**config.mk**
```make
export PLATFORM = sky130hd
export DESIGN_NAME = gbp_sweep
export DESIGN_NICKNAME = d
export VERILOG_FILES = /design/src/hdl/gshare_branch_predictor_unit_assert.svh /design/src/hdl/gbp_pkg.sv /design/src/hdl/gbp_sweep.sv
export SDC_FILE = /design/constraint.sdc
export NUM_CORES = 1
export LEC_CHECK = 0
export BUFFER_PORTS_ARGS = -buffer_cell sky130_fd_sc_hd__buf_2
export CAP_MARGIN = 20
export CORE_MARGIN = 3
export CORE_UTILIZATION = 44
export CTS_BUF_LIST = sky130_fd_sc_hd__clkbuf_16
export DETAILED_ROUTE_END_ITERATION = 6
export GPL_ROUTABILITY_DRIVEN = 0
export PLACE_DENSITY = 0.71
export SYNTH_ARGS = -nofsm -noshare
export SYNTH_HDL_FRONTEND = slang
export SYNTH_SLANG_ARGS = --single-unit
```
**constraint.sdc**
```tcl
create_clock -name clk -period 1.2 [get_ports clk]
set_input_delay 0.12 -clock clk [delete_from_list [all_inputs] [get_ports clk]]
set_output_delay 0.12 -clock clk [all_outputs]
set_load 0.01 [all_outputs]
```
**src/hdl/gshare_branch_predictor_unit_assert.svh**
```systemverilog
// Assertion macros used by the predictor RTL.
// Each use samples on the rising edge of clk and is off while arst_n is low.
`ifndef GSHARE_BRANCH_PREDICTOR_UNIT_ASSERT_SVH
`define GSHARE_BRANCH_PREDICTOR_UNIT_ASSERT_SVH

// Property holds in the same cycle.
`define GBP_ASSERT(lbl, prop, msg) \
	lbl: assert property (@(posedge clk) disable iff (!arst_n) (prop)) else $error(msg);

// Antecedent in one cycle implies consequent in the next.
`define GBP_ASSERT_NEXT(lbl, ante, cons, msg) \
	lbl: assert property (@(posedge clk) disable iff (!arst_n) (ante) |=> (cons)) \
		else $error(msg);

`endif

```
**src/hdl/gbp_pkg.sv**
```systemverilog
package gbp_pkg;

	// Pattern history table geometry
	localparam int TABLE_ENTRIES = 4096;
	localparam int IDX_W         = $clog2(TABLE_ENTRIES);
	localparam int CTR_W         = 2;
	localparam logic [CTR_W-1:0] CTR_MAX  = {CTR_W{1'b1}};
	localparam logic [CTR_W-1:0] CTR_HALF = CTR_MAX >> 1;

	// Field widths
	localparam int ADDR_W      = 64;
	localparam int SAVED_W     = 12;
	localparam int SHAMT_W     = 3;
	localparam int IN_DATA_W   = 80;
	localparam int OUT_DATA_W  = 16;
	localparam logic [SHAMT_W-1:0] SHAMT_RESET = 3'd2;

	// Operation codes carried in tuser
	typedef enum logic [2:0] {
		FUNC_LOOKUP = 3'd0,
		FUNC_UNCOND = 3'd1,
		FUNC_BTB    = 3'd2,
		FUNC_UPDATE = 3'd3,
		FUNC_SQUASH = 3'd4
	} func_t;

	// Status of the post-reset table clearing sweep
	typedef struct packed {
		logic             active;
		logic [IDX_W-1:0] addr;
	} sweep_t;

endpackage

```
**src/hdl/gbp_sweep.sv**
```systemverilog
module gbp_sweep (
	input  logic           clk,
	input  logic           arst_n,
	output gbp_pkg::sweep_t sweep
);

	logic                    active_q;
	logic [gbp_pkg::IDX_W-1:0] addr_q;

	// Walk every table entry once after reset
	always_ff @(posedge clk or negedge arst_n) begin
		if (!arst_n) begin
			active_q <= 1'b1;
			addr_q   <= '0;
		end else if (active_q) begin
			addr_q <= addr_q + 1'b1;
			if (addr_q == {gbp_pkg::IDX_W{1'b1}}) begin
				active_q <= 1'b0;
			end
		end
	end

	assign sweep.active = active_q;
	assign sweep.addr   = addr_q;

endmodule
```
# --- Word-level counts from Yosys, hierarchy flattened ---
# Index checks and enable logic that the tools add are counted.
word_totals:
  regBits: 13
  inputBits: 2
  out_inout_bits: 13
  word_cells: 6
op_classes:
  addsub: 1
  eq_ne: 1
  n_mux: 2
ops:
  columns: ["operator", "count"]
  rows:
  - ["adder 12 x 1 -> 12 bit (second input constant)", 1]
  - ["== test 12 bit (second input constant)", 1]
  - ["2-to-1 mux 1 bit", 2]

# --- Logic depth before layout (Yosys ltp) ---
logic_depth:
  depth_word: 3
  depth_mapped: 4
  ltp_nobuf: 4

# --- Worst setup path after synthesis ---
# No wires, ideal clock.
synth_path:
  kind: "flip-flop to flip-flop"
  startpoint: "reg active_q"
  endpoint: "reg addr_q[10] (netlist name)"
  setup_ns: 0.079
  arrival_ns: 1.176
  required_time_ns: 1.121
  slack_ns: -0.055
  path_stages_with_launch: 5
  n_path_buf: 1
  period_less_slack_ns: 1.255
  path_cell_list: "dfstp_2 -> buf_2 -> nand4_1 -> nor3_1 -> xor2_1"
synth_rtl:
  columns: ["item", "line", "rtl"]
  rows:
  - ["from (decl)", "gbp_sweep.sv:7", "logic active_q;"]
  - ["from (signal assigned)", "gbp_sweep.sv:13", "active_q <= 1'b1;"]
  - ["from (signal assigned)", "gbp_sweep.sv:18", "active_q <= 1'b0;"]
  - ["to (signal assigned)", "gbp_sweep.sv:16", "addr_q <= addr_q + 1'b1;"]
  - ["to (decl)", "gbp_sweep.sv:8", "logic [gbp_pkg::IDX_W-1:0] addr_q;"]

==> results.yml <==
placement:
  dpl_cell_area_um2: 718.2
  dp_hpwl_um: 890.6
  port_buffers: 14
  preCtsSetupSlack_ns: -0.06538
setup_path:
  r2r_cells: 4
  arrival_ns: 1.40
  worstSetupEndpointType: "flop"
  crit_family: "flip-flops"
  reg2reg_slack_ns: -0.05
  crit_path_start_kind: "flop"
  crit_buf_inv: 1
  regToRegStartpoint: "active_q"
  worstReg2RegEnd: "addr_q[5]"
  crit_chain: "nand3_4 > buf_4 > nor3_2 > xor2_1"
  cp_slowest_cell: "dfstp_2"
  path_class: "reg2reg"
  max_stage_delay_ns: 0.59
  cp.required_ns: 1.35
  crit_fanout: 5
timing:
  post-route-period-util: 1.040
  hold_violations: 0
  rsz0062_at_grt: "true"
  setup_slack_ns: -0.04823
  finalCriticalPeriod_ns: 1.248
  slew-limit-headroom: 0.8094
  fmax_mhz: 801.1
  drv_slew: 0
  skew_ns: 0.002476
  setup_viol: 5
  worst_slew_pin_slew_ns: 0.2859
final_layout:
  final_util: 0.7363
  diodes: 0
  area_growth_pct: 47.26
  design_area_um2: 873.3
  drive_above_1_share: 0.4605
  final_nets: 80
run_status:
  status: "finished with violations"
  violations: "setup timing"
clock_tree:
  path_clk_slew_ns: 0.04
  numCtsBuffers: 3
  clk_path_buf_depth: 2
  htree_levels: 1
  cts-root-buf: "clkbuf_16"
  clock_sinks: 13
  insertion_delay_ns: 0.24
  cts_tree: "yes"
power_and_ir_drop:
  ir_drop_mv: 0.7050
  p_per_area_nw_per_um2: 1214
  p_leak_nw: 0.5022
floorplan:
  die_h_um: 42.72
  die_area_um2: 1825
  core-area_um2: 1186
  placementRows: 12
  die_x_um: 42.72
  initial_core_util: 0.5000
  ios: 15
global_route:
  grt_max_degree: 14
  grt_pass1_wl_um: 2201
  grt_use_total: 0.1602
  grt_overflow_total: 0
  first_global_vias: 479
  grt_antenna_before_repair: 0
route:
  routed_wirelength_um: 1348
  drc_errors: 0
  drt-pass1-iter-count: 4
  viasPerCell: 5.156
  wl_met3_um: 50
  first_iter_violations: 6
  routed-wl-met2_um: 673
  num_vias: 464
  highest_layer: "met4"
  wl_per_cell_um: 14.98
  drtAntennaViolNets: 0
  wl_met1_um: 614
logic_synthesis:
  syn_inst: 49
  synth_top_family_by_area: "simple AND/OR/NAND/NOR gates"
  syn_nets: 52
  yosysUniqueCellTypes: 17
  avgSynthCellArea_um2: 12.10
  synth_compound_area_frac: 0.01899
  synth-adder-area-share: 0.02110
  synthMuxAreaShare: 0.01899
  synth.cell_area_um2: 593.1
  synth_xor_xnor_area_share: 0.1624
  ys_ff_latch: 13
  synth-simple-area-share: 0.1941
  yosysWarnings: 0
  ys_seq_area_frac: 0.5506
job:
  cap_violations: 0
worst_hold_path:
  hp-class: "in2async"
where the power goes:
| part | internal (mW) | switching [mW] |
|---|---|---|
| registers | 0.440 | 0 |
| clock network | 0.438 | 0.170 |
| logic | 0.00331 | 0.00830 |
| total | 0.882 | 0.179 |
layer usage:
layer  GRT usage  vias up
met2      0.2695        9
met3     0.03814        2
met1      0.1973      233
li1            -      220
met5           0        -
met4     0.05590        0
layout make-up:
type,instances,area [um2]
sequential,13,326.6
clock inverter,1,3.754
timing repair buffer,25,158.9
multi-input combinational,32,284.0
clock buffer,3,75.07
fill,76,312.8
inverter,2,7.507
tap,14,17.52
state kept, by name, indices dropped and copies added (netlist names):
| register | flops |
|---|---|
| active_q | 1 |
| addr_q | 12 |
logic make-up (layout without fill, tap and decap cells):
| group | Yosys count | in the layout |
|---|---|---|
| buffers and inverters | 4 | 31 |
| muxes | 1 | 1 |
| AOI/OAI and AO/OA | 1 | 1 |
| adders and majority gates | 1 | 1 |
| xor gates and xnor gates | 11 | 11 |
| and+or+nand+nor | 18 | 18 |
| DFF | 13 | 13 |
cells in the mapped netlist:
cell type	n	area, um2
nand3_1	3	15.01
nor3_1	3	15.01
xor2_1	7	61.31
nand2_1	5	18.77
ha_1	1	12.51
nand4_4	1	21.27
xnor2_1	4	35.03
nor2_1	2	7.510
dfrtp_1	12	300.3
dfstp_2	1	26.28
buf_4	1	7.510
inv_1	2	7.510
o41a_1	1	11.26
nor4_2	2	25.02
nand4_1	2	12.51
mux2_2	1	11.26
buf_2	1	5.000
what timing repair did:
action | in CTS | in global routing
pin swaps | 0 | 6
endpoints found under the setup margin | 5 | 8
buffers inserted | 1 | 3
hold buffers | 1 | 0
hold endpoints to repair | 12 | 0
gates resized for setup | 1 | 5
cells in the final DEF, fill, tap and decap left out:
| cell | n |
|---|---|
| ha_1 | 1 |
| buf_6 | 1 |
| buf_4 | 9 |
| inv_1 | 3 |
| nor3_1 | 1 |
| nor3_4 | 1 |
| nand3_4 | 1 |
| nor2_1 | 2 |
| nor4_2 | 1 |
| nand3_1 | 2 |
| xnor2_1 | 4 |
| dlygate4sd3_1 | 1 |
| xor2_1 | 7 |
| nand4_1 | 2 |
| buf_2 | 14 |
| mux2_2 | 1 |
| clkbuf_16 | 3 |
| nor3_2 | 1 |
| nor4_4 | 1 |
| dfstp_2 | 1 |
| dfrtp_1 | 12 |
| nand2_1 | 5 |
| o41a_1 | 1 |
| nand4_4 | 1 |
stage by stage:
stage	power (mW)	TNS (ns)	std cells	hold slack, ns
after floorplan	0.4465	-0.1373	49	-0.1756
after global placement	0.4565	-0.05987	81	0.02140
after detailed placement	0.4566	-0.1812	81	0.02356
after CTS	1.073	-0.02680	87	0.3087
after global routing	1.093	-0.6183	90	0.3358
final	1.060	-0.1641	90	0.2965
worst max path at each step:
stage / startpoint / endpoint / slack (ns) / cells past startpoint
final: active_q / addr_q[5] / -0.05 / 4
after global routing: active_q / addr_q[10] / -0.13 / 4
after CTS: active_q / addr_q[9] / -0.02 / 3
after detailed placement: addr_q[1] / addr_q[6] / -0.07 / 4
after global placement: addr_q[1] / addr_q[10] / -0.04 / 4
after floorplan: active_q / addr_q[5] / -0.03 / 4
Note: power is estimated with default switching activity, not from simulation.
